## src/hw/rtl/slu_pkg.sv

```systemverilog
// ----------------------------------------------------------------------------
// slu_pkg: shared types and constants for the string literal unescaper
// Decoder modes, result kinds, character codes and the record that the
// front end hands to the output sequencer.
// ----------------------------------------------------------------------------
package slu_pkg;

	localparam int CpW  = 21;
	localparam int ValW = 32;

	typedef enum logic [3:0] {
		M_START  = 4'd0,
		M_BODY   = 4'd1,
		M_ESC    = 4'd2,
		M_HEX    = 4'd3,
		M_DEC    = 4'd4,
		M_OCT    = 4'd5,
		M_UNI    = 4'd6,
		M_CLOSED = 4'd7,
		M_TRAIL  = 4'd8
	} mode_t;

	typedef enum logic [1:0] {
		K_CHAR   = 2'd0,
		K_OK     = 2'd1,
		K_TRAIL  = 2'd2,
		K_HEXEXP = 2'd3
	} kind_t;

	localparam logic [CpW-1:0] CH_QUOTE  = 21'h22;
	localparam logic [CpW-1:0] CH_BSLASH = 21'h5C;
	localparam logic [CpW-1:0] CH_0      = 21'h30;
	localparam logic [CpW-1:0] CH_7      = 21'h37;
	localparam logic [CpW-1:0] CH_9      = 21'h39;
	localparam logic [CpW-1:0] CH_UA     = 21'h41;
	localparam logic [CpW-1:0] CH_UD     = 21'h44;
	localparam logic [CpW-1:0] CH_UF     = 21'h46;
	localparam logic [CpW-1:0] CH_UU     = 21'h55;
	localparam logic [CpW-1:0] CH_UX     = 21'h58;
	localparam logic [CpW-1:0] CH_LA     = 21'h61;
	localparam logic [CpW-1:0] CH_LB     = 21'h62;
	localparam logic [CpW-1:0] CH_LD     = 21'h64;
	localparam logic [CpW-1:0] CH_LF     = 21'h66;
	localparam logic [CpW-1:0] CH_LN     = 21'h6E;
	localparam logic [CpW-1:0] CH_LR     = 21'h72;
	localparam logic [CpW-1:0] CH_LT     = 21'h74;
	localparam logic [CpW-1:0] CH_LU     = 21'h75;
	localparam logic [CpW-1:0] CH_LV     = 21'h76;
	localparam logic [CpW-1:0] CH_LX     = 21'h78;

	localparam logic [3:0] UNI_SHORT = 4'd4;
	localparam logic [3:0] UNI_LONG  = 4'd8;

	// Up to two decoded characters and one end word per input character.
	typedef struct packed {
		logic            c1_vld;
		logic [ValW-1:0] c1_val;
		logic            c2_vld;
		logic [ValW-1:0] c2_val;
		logic            end_vld;
		kind_t           end_kind;
	} rec_t;

	// Returns {is_hex, digit}.
	function automatic logic [4:0] hex_digit(input logic [CpW-1:0] c);
		logic [CpW-1:0] t;
		logic [4:0]     r;
		t = '0;
		r = '0;
		if (c >= CH_0 && c <= CH_9) begin
			t = c - CH_0;
			r = {1'b1, t[3:0]};
		end else if (c >= CH_LA && c <= CH_LF) begin
			t = c - CH_LA + 21'd10;
			r = {1'b1, t[3:0]};
		end else if (c >= CH_UA && c <= CH_UF) begin
			t = c - CH_UA + 21'd10;
			r = {1'b1, t[3:0]};
		end
		return r;
	endfunction

endpackage

```

## src/hw/rtl/slu_front.sv

```systemverilog
// ----------------------------------------------------------------------------
// slu_front: character classifier and escape state machine
// Takes one character per cycle while q_full is low, advances the decoder
// state and builds the record of result words that the character causes.
// ----------------------------------------------------------------------------
module slu_front (
	input  logic                       clk,
	input  logic                       arst_n,
	input  logic                       in_valid,
	output logic                       in_ready,
	input  logic [slu_pkg::CpW-1:0]    code_point,
	input  logic                       is_last,
	input  logic                       q_full,
	output logic                       push,
	output slu_pkg::rec_t              rec
);
	import slu_pkg::*;

	mode_t            mode_q, mode_n;
	logic [ValW-1:0]  acc_q, acc_n;
	logic [3:0]       dl_q, dl_n;

	logic             s1v, s2v, fv, do_plain;
	logic [ValW-1:0]  s1, s2, f;
	logic [4:0]       hx;
	logic [CpW-1:0]   dd;
	logic [3:0]       dl_dec;
	logic [ValW-1:0]  acc_upd;
	kind_t            end_kind;
	logic             take;

	assign in_ready = !q_full;
	assign take     = in_valid && in_ready;
	assign hx       = hex_digit(code_point);
	assign dd       = code_point - CH_0;
	assign dl_dec   = (dl_q != 4'd0) ? dl_q - 4'd1 : 4'd0;

	always_comb begin
		mode_n   = mode_q;
		acc_n    = acc_q;
		dl_n     = dl_q;
		s1v      = 1'b0;
		s1       = '0;
		s2v      = 1'b0;
		s2       = '0;
		fv       = 1'b0;
		f        = '0;
		do_plain = 1'b0;
		end_kind = K_OK;
		acc_upd  = '0;

		unique case (mode_q)
			M_START: begin
				if (code_point == CH_QUOTE) begin
					mode_n = M_BODY;
				end else begin
					do_plain = 1'b1;
				end
			end
			M_ESC: begin
				acc_n = '0;
				if (code_point == CH_LX || code_point == CH_UX) begin
					mode_n = M_HEX;
				end else if (code_point == CH_LD || code_point == CH_UD) begin
					mode_n = M_DEC;
				end else if (code_point >= CH_0 && code_point <= CH_7) begin
					acc_n  = ValW'(code_point[2:0]);
					mode_n = M_OCT;
				end else if (code_point == CH_LU) begin
					dl_n   = UNI_SHORT;
					mode_n = M_UNI;
				end else if (code_point == CH_UU) begin
					dl_n   = UNI_LONG;
					mode_n = M_UNI;
				end else begin
					mode_n = M_BODY;
					s1v    = 1'b1;
					if (code_point == CH_LA) s1 = 32'd7;
					else if (code_point == CH_LB) s1 = 32'd8;
					else if (code_point == CH_LF) s1 = 32'd12;
					else if (code_point == CH_LN) s1 = 32'd10;
					else if (code_point == CH_LR) s1 = 32'd13;
					else if (code_point == CH_LT) s1 = 32'd9;
					else if (code_point == CH_LV) s1 = 32'd11;
					else s1 = ValW'(code_point);
				end
			end
			M_HEX: begin
				if (hx[4]) begin
					acc_n = {acc_q[ValW-5:0], hx[3:0]};
				end else begin
					s1v = 1'b1; s1 = acc_q; acc_n = '0; do_plain = 1'b1;
				end
			end
			M_DEC: begin
				if (code_point >= CH_0 && code_point <= CH_9) begin
					acc_n = {acc_q[ValW-4:0], 3'b000} + {acc_q[ValW-2:0], 1'b0}
						+ ValW'(dd[3:0]);
				end else begin
					s1v = 1'b1; s1 = acc_q; acc_n = '0; do_plain = 1'b1;
				end
			end
			M_OCT: begin
				if (code_point >= CH_0 && code_point <= CH_7) begin
					acc_n = {acc_q[ValW-4:0], code_point[2:0]};
				end else begin
					s1v = 1'b1; s1 = acc_q; acc_n = '0; do_plain = 1'b1;
				end
			end
			M_UNI: begin
				// Characters that are not hex digits still count toward the length.
				acc_upd = hx[4] ? {acc_q[ValW-5:0], hx[3:0]} : acc_q;
				acc_n   = acc_upd;
				dl_n    = dl_dec;
				if (dl_dec == 4'd0) begin
					s1v    = 1'b1;
					s1     = acc_upd;
					acc_n  = '0;
					mode_n = M_BODY;
				end
			end
			M_CLOSED, M_TRAIL: begin
				mode_n = M_TRAIL;
			end
			default: begin
				do_plain = 1'b1;
			end
		endcase

		if (do_plain) begin
			if (code_point == CH_QUOTE) begin
				mode_n = M_CLOSED;
			end else if (code_point == CH_BSLASH) begin
				mode_n = M_ESC;
			end else begin
				mode_n = M_BODY;
				if (s1v) begin
					s2v = 1'b1; s2 = ValW'(code_point);
				end else begin
					s1v = 1'b1; s1 = ValW'(code_point);
				end
			end
		end

		if (is_last) begin
			unique case (mode_n)
				M_ESC: begin
					fv = 1'b1;
				end
				M_HEX, M_DEC, M_OCT: begin
					fv = 1'b1; f = acc_n;
				end
				M_UNI:   end_kind = K_HEXEXP;
				M_TRAIL: end_kind = K_TRAIL;
				default: end_kind = K_OK;
			endcase
		end

		// Pack the step's characters and the end-of-token flush in order.
		rec.c1_vld   = s1v || fv;
		rec.c1_val   = s1v ? s1 : f;
		rec.c2_vld   = s1v && (s2v || fv);
		rec.c2_val   = s2v ? s2 : f;
		rec.end_vld  = is_last;
		rec.end_kind = end_kind;
	end

	assign push = take && (rec.c1_vld || rec.end_vld);

	always_ff @(posedge clk or negedge arst_n) begin
		if (!arst_n) begin
			mode_q <= M_START;
			acc_q  <= '0;
			dl_q   <= '0;
		end else if (take) begin
			if (is_last) begin
				mode_q <= M_START;
				acc_q  <= '0;
				dl_q   <= '0;
			end else begin
				mode_q <= mode_n;
				acc_q  <= acc_n;
				dl_q   <= dl_n;
			end
		end
	end

endmodule

```

## src/hw/rtl/slu_fifo.sv

```systemverilog
// ----------------------------------------------------------------------------
// slu_fifo: record queue between front end and output sequencer
// A small register queue that lets either side stall on its own.
// DEPTH must be at least 2.
// ----------------------------------------------------------------------------
module slu_fifo #(
	parameter int DEPTH = 4
) (
	input  logic          clk,
	input  logic          arst_n,
	input  logic          push,
	input  slu_pkg::rec_t wdata,
	input  logic          pop,
	output slu_pkg::rec_t rdata,
	output logic          full,
	output logic          empty
);
	import slu_pkg::*;

	localparam int PtrW = $clog2(DEPTH);
	localparam int CntW = $clog2(DEPTH + 1);

	rec_t              mem_q [DEPTH];
	logic [PtrW-1:0]   wr_ptr_q, rd_ptr_q;
	logic [CntW-1:0]   cnt_q;
	logic              do_push, do_pop;

	assign full    = (cnt_q == CntW'(DEPTH));
	assign empty   = (cnt_q == '0);
	assign do_push = push && !full;
	assign do_pop  = pop && !empty;
	assign rdata   = mem_q[rd_ptr_q];

	always_ff @(posedge clk) begin
		if (do_push) begin
			mem_q[wr_ptr_q] <= wdata;
		end
	end

	always_ff @(posedge clk or negedge arst_n) begin
		if (!arst_n) begin
			wr_ptr_q <= '0;
			rd_ptr_q <= '0;
			cnt_q    <= '0;
		end else begin
			if (do_push) begin
				wr_ptr_q <= (wr_ptr_q == PtrW'(DEPTH - 1)) ? '0 : wr_ptr_q + 1'b1;
			end
			if (do_pop) begin
				rd_ptr_q <= (rd_ptr_q == PtrW'(DEPTH - 1)) ? '0 : rd_ptr_q + 1'b1;
			end
			if (do_push && !do_pop) begin
				cnt_q <= cnt_q + 1'b1;
			end else if (do_pop && !do_push) begin
				cnt_q <= cnt_q - 1'b1;
			end
		end
	end

endmodule

```

## src/hw/rtl/slu_back.sv

```systemverilog
// ----------------------------------------------------------------------------
// slu_back: output sequencer
// Unpacks each queued record into one to three result words and drives the
// output register, one word per cycle while out_ready allows.
// ----------------------------------------------------------------------------
module slu_back (
	input  logic                        clk,
	input  logic                        arst_n,
	input  slu_pkg::rec_t               q_rec,
	input  logic                        q_empty,
	output logic                        pop,
	output logic                        out_valid,
	input  logic                        out_ready,
	output logic [1:0]                  kind,
	output logic [slu_pkg::ValW-1:0]    value,
	output logic                        final_result
);
	import slu_pkg::*;

	// Pending words of the current record: bit 0 first char, bit 1 second, bit 2 end.
	logic [2:0]       pend_q, pend_after, low_bit;
	logic [ValW-1:0]  c1_q, c2_q;
	kind_t            end_kind_q;

	logic             out_valid_q;
	kind_t            kind_q;
	logic [ValW-1:0]  value_q;
	logic             final_q;
	logic             out_free, emit;

	assign out_free   = !out_valid_q || out_ready;
	assign emit       = out_free && (pend_q != 3'b000);
	assign low_bit    = pend_q & (~pend_q + 3'd1);
	assign pend_after = emit ? (pend_q & ~low_bit) : pend_q;
	assign pop        = !q_empty && (pend_after == 3'b000);

	always_ff @(posedge clk) begin
		if (pop) begin
			c1_q       <= q_rec.c1_val;
			c2_q       <= q_rec.c2_val;
			end_kind_q <= q_rec.end_kind;
		end
		if (emit) begin
			if (pend_q[0]) begin
				kind_q  <= K_CHAR;
				value_q <= c1_q;
				final_q <= 1'b0;
			end else if (pend_q[1]) begin
				kind_q  <= K_CHAR;
				value_q <= c2_q;
				final_q <= 1'b0;
			end else begin
				kind_q  <= end_kind_q;
				value_q <= '0;
				final_q <= 1'b1;
			end
		end
	end

	always_ff @(posedge clk or negedge arst_n) begin
		if (!arst_n) begin
			pend_q      <= '0;
			out_valid_q <= 1'b0;
		end else begin
			pend_q <= pop ? {q_rec.end_vld, q_rec.c2_vld, q_rec.c1_vld} : pend_after;
			if (emit) begin
				out_valid_q <= 1'b1;
			end else if (out_ready) begin
				out_valid_q <= 1'b0;
			end
		end
	end

	assign out_valid    = out_valid_q;
	assign kind         = kind_q;
	assign value        = value_q;
	assign final_result = final_q;

endmodule

```

## src/hw/rtl/string_literal_unescape.sv

```systemverilog
// ----------------------------------------------------------------------------
// string_literal_unescape: quoted literal escape decoder
// Decodes the characters of a quoted literal token into code points and
// reports the token's end status.
//
//   channel  handshake              words
//   in       in_valid / in_ready    code_point, is_last
//   out      out_valid / out_ready  kind, value, final_result
//
// One character is accepted per cycle while the record queue has room.
// The output register sends one result word per cycle when out_ready allows,
// so a character that yields two or three words holds the output side until
// all are sent. Words pass through the record queue, then the output register.
// Reset returns the decoder to the start of a token and empties the queue.
// ----------------------------------------------------------------------------
module string_literal_unescape #(
	parameter int QUEUE_DEPTH = 4
) (
	input  logic                        clk,
	input  logic                        arst_n,
	input  logic                        in_valid,
	output logic                        in_ready,
	input  logic [slu_pkg::CpW-1:0]     code_point,
	input  logic                        is_last,
	output logic                        out_valid,
	input  logic                        out_ready,
	output logic [1:0]                  kind,
	output logic [slu_pkg::ValW-1:0]    value,
	output logic                        final_result
);
	import slu_pkg::*;

	rec_t  push_rec, head_rec;
	logic  push, pop, q_full, q_empty;

	slu_front u_front (
		.clk        (clk),
		.arst_n     (arst_n),
		.in_valid   (in_valid),
		.in_ready   (in_ready),
		.code_point (code_point),
		.is_last    (is_last),
		.q_full     (q_full),
		.push       (push),
		.rec        (push_rec)
	);

	slu_fifo #(
		.DEPTH (QUEUE_DEPTH)
	) u_fifo (
		.clk    (clk),
		.arst_n (arst_n),
		.push   (push),
		.wdata  (push_rec),
		.pop    (pop),
		.rdata  (head_rec),
		.full   (q_full),
		.empty  (q_empty)
	);

	slu_back u_back (
		.clk          (clk),
		.arst_n       (arst_n),
		.q_rec        (head_rec),
		.q_empty      (q_empty),
		.pop          (pop),
		.out_valid    (out_valid),
		.out_ready    (out_ready),
		.kind         (kind),
		.value        (value),
		.final_result (final_result)
	);

endmodule
```

## config.mk

```make
export PLATFORM = sky130hd
export DESIGN_NAME = string_literal_unescape
export DESIGN_NICKNAME = d
export VERILOG_FILES = /design/src/hw/rtl/slu_pkg.sv /design/src/hw/rtl/slu_front.sv /design/src/hw/rtl/slu_fifo.sv /design/src/hw/rtl/slu_back.sv /design/src/hw/rtl/string_literal_unescape.sv
export SDC_FILE = /design/constraint.sdc
export NUM_CORES = 1
export LEC_CHECK = 0
export BUFFER_PORTS_ARGS = -buffer_cell sky130_fd_sc_hd__buf_2
export CORE_MARGIN = 10
export CORE_UTILIZATION = 40
export CTS_CLUSTER_DIAMETER = 150
export CTS_CLUSTER_SIZE = 8
export DETAILED_ROUTE_END_ITERATION = 8
export PLACE_DENSITY_LB_ADDON = 0.15
export SLEW_MARGIN = 20
export SYNTH_ARGS = -nofsm -noshare
export SYNTH_HDL_FRONTEND = slang
export SYNTH_SLANG_ARGS = --single-unit
export TNS_END_PERCENT = 100
```

## constraint.sdc

```tcl
create_clock -name clk -period 11.52 [get_ports clk]
set_input_delay 0 -clock clk [delete_from_list [all_inputs] [get_ports clk]]
set_output_delay 0 -clock clk [all_outputs]
set_load 0.05 [all_outputs]
```

Word level (Yosys, flattened, before mapping)
Memories as Yosys holds them, arrays and structs flattened.
Cells that the tools add are included.
W data, S select, Z words.
{ "totals": {"register_bits": 152, "ramBits": 276, "in_bits": 26, "out_inout_bits": 37, "wordCells": 211, "memories": 1} }
{ "classes": {"n_addsub": 13, "order_cmp": 7, "eq_ne": 35, "muxes": 98, "bitwise_logic": 4, "n_reduce_logical": 39} }
{ "mem_list": {"columns": ["name", "words", "word_bits", "rd", "rd_clocked_by_memory_dff", "write_ports", "line", "text"], "rows": [
  ["u_fifo.mem_q", 4, 69, 1, 0, 1, "slu_fifo.sv:23", "rec_t mem_q [DEPTH];"]
]} }
{ "ops": {"columns": ["operator", "count"], "rows": [
  ["$mux W32", 36],
  ["$pmux W32 S5", 2],
  ["$eq A21 B7 Y1 const B", 14],
  ["$mux W4", 16],
  ["$ge A21 B7 Y1 const B", 2],
  ["$le A21 B6 Y1 const B", 2],
  ["$le A21 B7 Y1 const B", 2],
  ["$mux W21", 2],
  ["$add A32 B32 Y32", 1],
  ["$add A32 B4 Y32", 1],
  ["$eq A4 B3 Y1 const B", 7],
  ["$mux W1", 24],
  ["$eq A21 B6 Y1 const B", 1],
  ["$ge A21 B6 Y1 const B", 1],
  ["$mux W3", 6],
  ["$eq A4 B2 Y1 const B", 4],
  ["$pmux W4 S4", 1],
  ["$sub A4 B1 Y4 const B", 4],
  ["$mux W5", 3],
  ["$logic_and A1 B1 Y1", 13],
  ["$pmux W1 S5", 2],
  ["$ne A3 B3 Y1 const B", 3],
  ["$add A4 B4 Y4 const B", 2],
  ["$eq A4 B4 Y1 const B", 2],
  ["other kinds (22)", 45]
]} }

Logic depth before layout (Yosys ltp)
{ "depth": {"depth_word": 20, "depth_mapped": 18, "depth_no_buf": 17} }

Modules after synthesis
Synthesis repeated with hierarchy kept, for this count alone.
{ "unflattened": {"cells_unflattened": 1518, "hier_area_um2": 20895.0} }
{ "modules_own_cells": {"columns": ["mod", "n_inst", "cells_per_inst", "area_each_um2", "seq_area_each_um2"], "rows": [
  ["slu_fifo", 1, 398, 10378.7, 8463.1],
  ["slu_front", 1, 942, 6847.8, 1001.0],
  ["slu_back", 1, 178, 3668.5, 3133.0]
]} }

Worst setup path before layout
Ideal clock, no wire load.
{ "synth_path": {"kind": "input-to-reg", "from": "input port code_point[0] (netlist bit)", "to": "memory u_fifo.mem_q[0][0] (netlist bit), enable pin", "setup_time_ps": 497, "arrival_time_ps": 5096, "setup_slack_ps": 5927, "stages": 12, "path_cell_list": "clkbuf_1 inv_1 ha_1 and4_4 a211o_1 or4_1 buf_2 nand2_1 nor2_2 nand2_2 o21ai_2 nor2_1"} }
{ "synth_via": {"elab_chain_cells": 18, "elab_cells_between_ends": 61} }
{ "synth_lines": {"columns": ["element", "line", "text"], "rows": [
  ["from (decl)", "string_literal_unescape.sv:23", "input logic [slu_pkg::CpW-1:0] code_point,"],
  ["$ge A21 B7 Y1, or another cell as far along", "slu_pkg.sv:76", "end else if (c >= CH_UA && c <= CH_UF) begin"],
  ["$logic_and A1 B1 Y1 or $mux W3 (tied branches)", "slu_pkg.sv:76, slu_front.sv:72", null],
  ["$mux W5 or $mux W4 (tied branches)", "slu_pkg.sv:76, slu_front.sv:69", null],
  ["$mux W5 or $mux W4 (tied branches)", "slu_pkg.sv:73, slu_front.sv:66", null],
  ["$mux W5 or $mux W4 (tied branches)", "slu_pkg.sv:70, slu_front.sv:64", null],
  ["$mux W1 or $mux W4 (tied branches)", "slu_front.sv:89, slu_front.sv:62", null],
  ["$pmux W1 S5 or $pmux W4 S4 (tied branches)", "slu_front.sv:52", "unique case (mode_q)"],
  ["$mux W4", "slu_front.sv:130", "if (do_plain) begin"],
  ["(+2 left out)", null, null],
  ["$mux W1", "slu_front.sv:146", "unique case (mode_n)"],
  ["$mux W1", "slu_front.sv:145", "if (is_last) begin"],
  ["$logic_or A1 B1 Y1 (*)", "slu_front.sv:160", "rec.c1_vld = s1v || fv;"],
  ["$logic_or A1 B1 Y1 (*)", "slu_front.sv:168", "assign push = take && (rec.c1_vld || rec.end_vld);"],
  ["$logic_and A1 B1 Y1 (*)", "slu_front.sv:168", null],
  ["$logic_and A1 B1 Y1 (*)", "slu_fifo.sv:30", "assign do_push = push && !full;"],
  ["$mux W1 (*)", "slu_fifo.sv:35", "if (do_push) begin"],
  ["$mux W1 (implied by the code) (*)", "slu_fifo.sv:36", "mem_q[wr_ptr_q] <= wdata;"],
  ["to (decl)", "slu_fifo.sv:23", null]
]} }
Every way passes the cells marked *; elsewhere a longest branch is shown, timed or not.

==> impl_metrics.yaml <==
outcome:
  status: "finished, final reports clean"
floorplanning:
  die_w_um: 247
  start_util: 0.403
  rows: 83
  core_area_mm2: 0.0511
  ios: 63
  die_y_um: 247
  fp.dieArea_mm2: 0.0609
worst_hold_path:
  hold_class: "primary input to flop"
  hp-start: "in_valid"
timing:
  finalSetupViolations: 0
  worstMarginPinSlew_ns: 1.13
  slew_violations: 0
  clock-skew-final_ns: 0.0235
  tns_ns: 0
  fin_crit_sh: 0.402
  hold_viol: 0
  rsz0062_at_grt: "false"
  max_slew_margin: 0.247
  period_minus_slack_ns: 4.63
  max_freq_mhz: 216
route:
  drc_errors: 0
  firstDrtPassIters: 5
  avgViaCountPerCell: 5.83
  drt-total-wl_um: 56200
  avgRoutedWirePerCell_um: 24.5
  drt.antenna.violating_nets: 0
  first_iter_violations: 1244
  vias: 13400
worst_setup_path:
  crit_path_start: "u_front.acc_q[0]$_DFFE_PN0P_"
  rr_endpoint: "u_fifo.mem_q[0][22]$_DFFE_PP_"
  required_ns: 11.74
  cp-end-kind: "flop"
  crit_type: "flop to flop"
  crit_fanout: 10
  r2r-start: "u_front.acc_q[0]$_DFFE_PN0P_"
  arrival_ns: 4.85
  endpoint: "u_fifo.mem_q[0][22]$_DFFE_PP_"
  reg2reg_depth: 9
  startpoint_type: "flop"
  r2r_slack_ns: 6.89
cts:
  cts_sinks: 428
  cts_tree: "yes"
  cts_buffers: 59
  clock_latency_ns: 0.58
  clk_pin_slew_ns: 0.06
  clockRootBuffer: "clkbuf_16"
  clockBufferDepth: 3
  htree_num_levels: 2
  post_cts_resized: 0
power:
  leakage_nw: 8.54
  power.total_w: 0.00553
  pwr_density_cell_mw_per_mm2: 236
  ir_worst_vdd_mv: 0.151
global_routing:
  grt_pass1_vias: 13300
  grt_max_degree: 67
  track_usage: 0.183
  grt_pass1_wl_um: 85500
  antenna_found_initial: 2
  grt_overflow: 0
synthesis:
  synth_fp_nets: 1606
  ys_types: 88
  ys_seq_area_frac: 0.612
  yosysTopAreaCellShare: 0.550
  synth-seq-cells: 428
  avgSynthCellArea_um2: 13.6
  synth_area_leader_cell: "edfxtp_1"
  ys_async_sr_fraction: 0.119
  syn_area_mm2: 0.0206
  yosys_warnings: 0
  synth_area_leaders: "edfxtp_1 55%, mux4_2 7.6%, dfrtp_1 6.2%"
  synth_common_cells: "377 x edfxtp_1, 140 x nand2_1, 91 x a21oi_1"
  yosysMostFrequentCell: "edfxtp_1"
  synthesis.instances: 1509
  synth_edf_count: 377
  synth_top_flop_cell: "edfxtp_1"
final_layout:
  stdcell_count: 2299
  fin_util: 0.459
  drive_above_1_share: 0.161
  postLayoutCellArea_mm2: 0.0234
  area_delta_synth_final_pct: 13.9
  fin_nets: 1680
placement:
  port_buffers: 62
  place_congestion: 0.906
  place_area_mm2: 0.0216
  hpwl_um: 37600
  dp.cells: 2190
flow_run:
  drv_cap: 0
-- state kept, by name, indices dropped and copies added, names as in the netlist --
| name | flops |
|---|---|
| u_back.c1_q | 32 |
| u_back.c2_q | 32 |
| u_back.out_valid | 1 |
| u_back.kind | 2 |
| u_fifo.mem_q | 276 |
| u_back.pend_q | 3 |
| u_back.value | 32 |
| u_back.end_kind_q | 2 |
| u_back.final_result | 1 |
| u_fifo.wr_ptr_q | 2 |
| u_front.acc_q | 32 |
| u_fifo.rd_ptr_q | 2 |
| u_fifo.cnt_q | 3 |
| u_front.dl_q | 4 |
| u_front.mode_q | 4 |
-- per-layer routing --
| layer | wire length, um | track usage | share of wire | vias to the layer above |
|---|---|---|---|---|
| li1 | - | - | - | 6115 |
| met1 | 25800 | 0.262 | 0.46 | 6792 |
| met2 | 25900 | 0.285 | 0.46 | 419 |
| met3 | 3220 | 0.0275 | 0.057 | 79 |
| met4 | 1340 | 0.0554 | 0.024 | 2 |
| met5 | 9 | 0 | 0.00016 | - |
-- critical path, stage by stage (launching register included) --
cell and delay, ns:
dfrtp_1 0.59, fa_1 0.53, ha_1 0.30, a21oi_1 0.08, nor3_1 0.37, nor2_1 0.21
o311ai_0 0.82, xor2_1 0.28, a21oi_1 0.18, o21ai_0 0.89
-- worst min path at each step --
| stage | slack, ns | depth (start not counted) | endpoint |
|---|---|---|---|
| floorplan | -0.30 | 0 | u_back.out_valid$_DFFE_PN0P_ |
| detailed placement | 0.18 | 2 | u_back.out_valid$_DFFE_PN0P_ |
| CTS | 0.005 | 3 | u_fifo.mem_q[2][3]$_DFFE_PP_ |
| global route | 0.02 | 3 | u_fifo.mem_q[2][3]$_DFFE_PP_ |
| finish | 0.02 | 4 | u_front.acc_q[30]$_DFFE_PN0P_ |
| global placement | 0.18 | 2 | u_back.pend_q[2]$_DFF_PN0_ |
-- cell type report --
type                            instances  area [um2]
Antenna cell                            1        2.50
Clock buffer                           93        1630
Clock inverter                          3        55.1
Fill cell                            4590       27700
Inverter                               26        97.6
Multi-Input combinational cell        969        7580
Sequential cell                       428       12600
Tap cell                              680         851
Timing Repair Buffer                   99         631
-- cell families (layout without fill, tap and decap cells) --
| kind of cell | Yosys count | count (layout) | share of synthesized area |
|---|---|---|---|
| flops | 428 | 428 | 0.612 |
| compound gates | 407 | 407 | 0.137 |
| simple gates | 382 | 382 | 0.0907 |
| buf+inv | 112 | 221 | 0.0226 |
| mux | 83 | 83 | 0.0827 |
| fa+ha+maj | 71 | 71 | 0.0443 |
| xor+xnor | 26 | 26 | 0.0111 |
| other cells | 0 | 1 | 0 |
-- what timing repair did --
item                                   in CTS  in global routing
endpoints found under the hold margin      91                  0
setup buffers                               0                  0
hold buffers                               12                  0
-- through the flow --
| stage | hold slack [ns] | worst slack [ns] |
|---|---|---|
| after floorplan | -0.296 | 5.93 |
| after global placement | 0.178 | 7.11 |
| after detailed placement | 0.184 | 7.04 |
| after CTS | 0.00479 | 7.02 |
| after global routing | 0.0203 | 6.67 |
| final | 0.0158 | 6.89 |
-- report_power, final --
| group | total (W) | switching [W] | leakage [nW] | internal [W] |
|---|---|---|---|---|
| sequential | 0.00248 | 0.000218 | 4.20 | 0.00226 |
| combinational | 0.00147 | 0.000940 | 3.54 | 0.000527 |
| clock | 0.00158 | 0.000611 | 0.804 | 0.000971 |
-- cells in the final DEF, fill, tap and decap left out, types with 6 or more instances in the layout --
cell type / instances
and3_1: 13
dlygate4sd3_1: 12
o21bai_1: 6
a221o_1: 12
o21a_1: 6
xor2_1: 12
mux2_2: 7
a221oi_1: 14
a21o_1: 25
mux2i_1: 7
and2_1: 15
buf_2: 62
dfrtp_1: 49
clkbuf_1: 33
a21oi_1: 91
a22o_1: 63
o21ai_0: 73
mux4_2: 69
o22ai_1: 7
o211ai_1: 6
nor2b_1: 12
nor3_1: 30
clkbuf_16: 60
nand4_1: 8
nand2_1: 140
nand3_1: 18
o31ai_1: 9
inv_1: 25
a22oi_1: 22
a211oi_1: 17
and4_1: 6
xnor2_1: 14
ha_1: 68
nand2b_1: 11
or3_1: 11
nor2_1: 75
a31oi_1: 13
buf_4: 24
edfxtp_1: 377
Note: power is estimated with default switching activity, not from simulation.
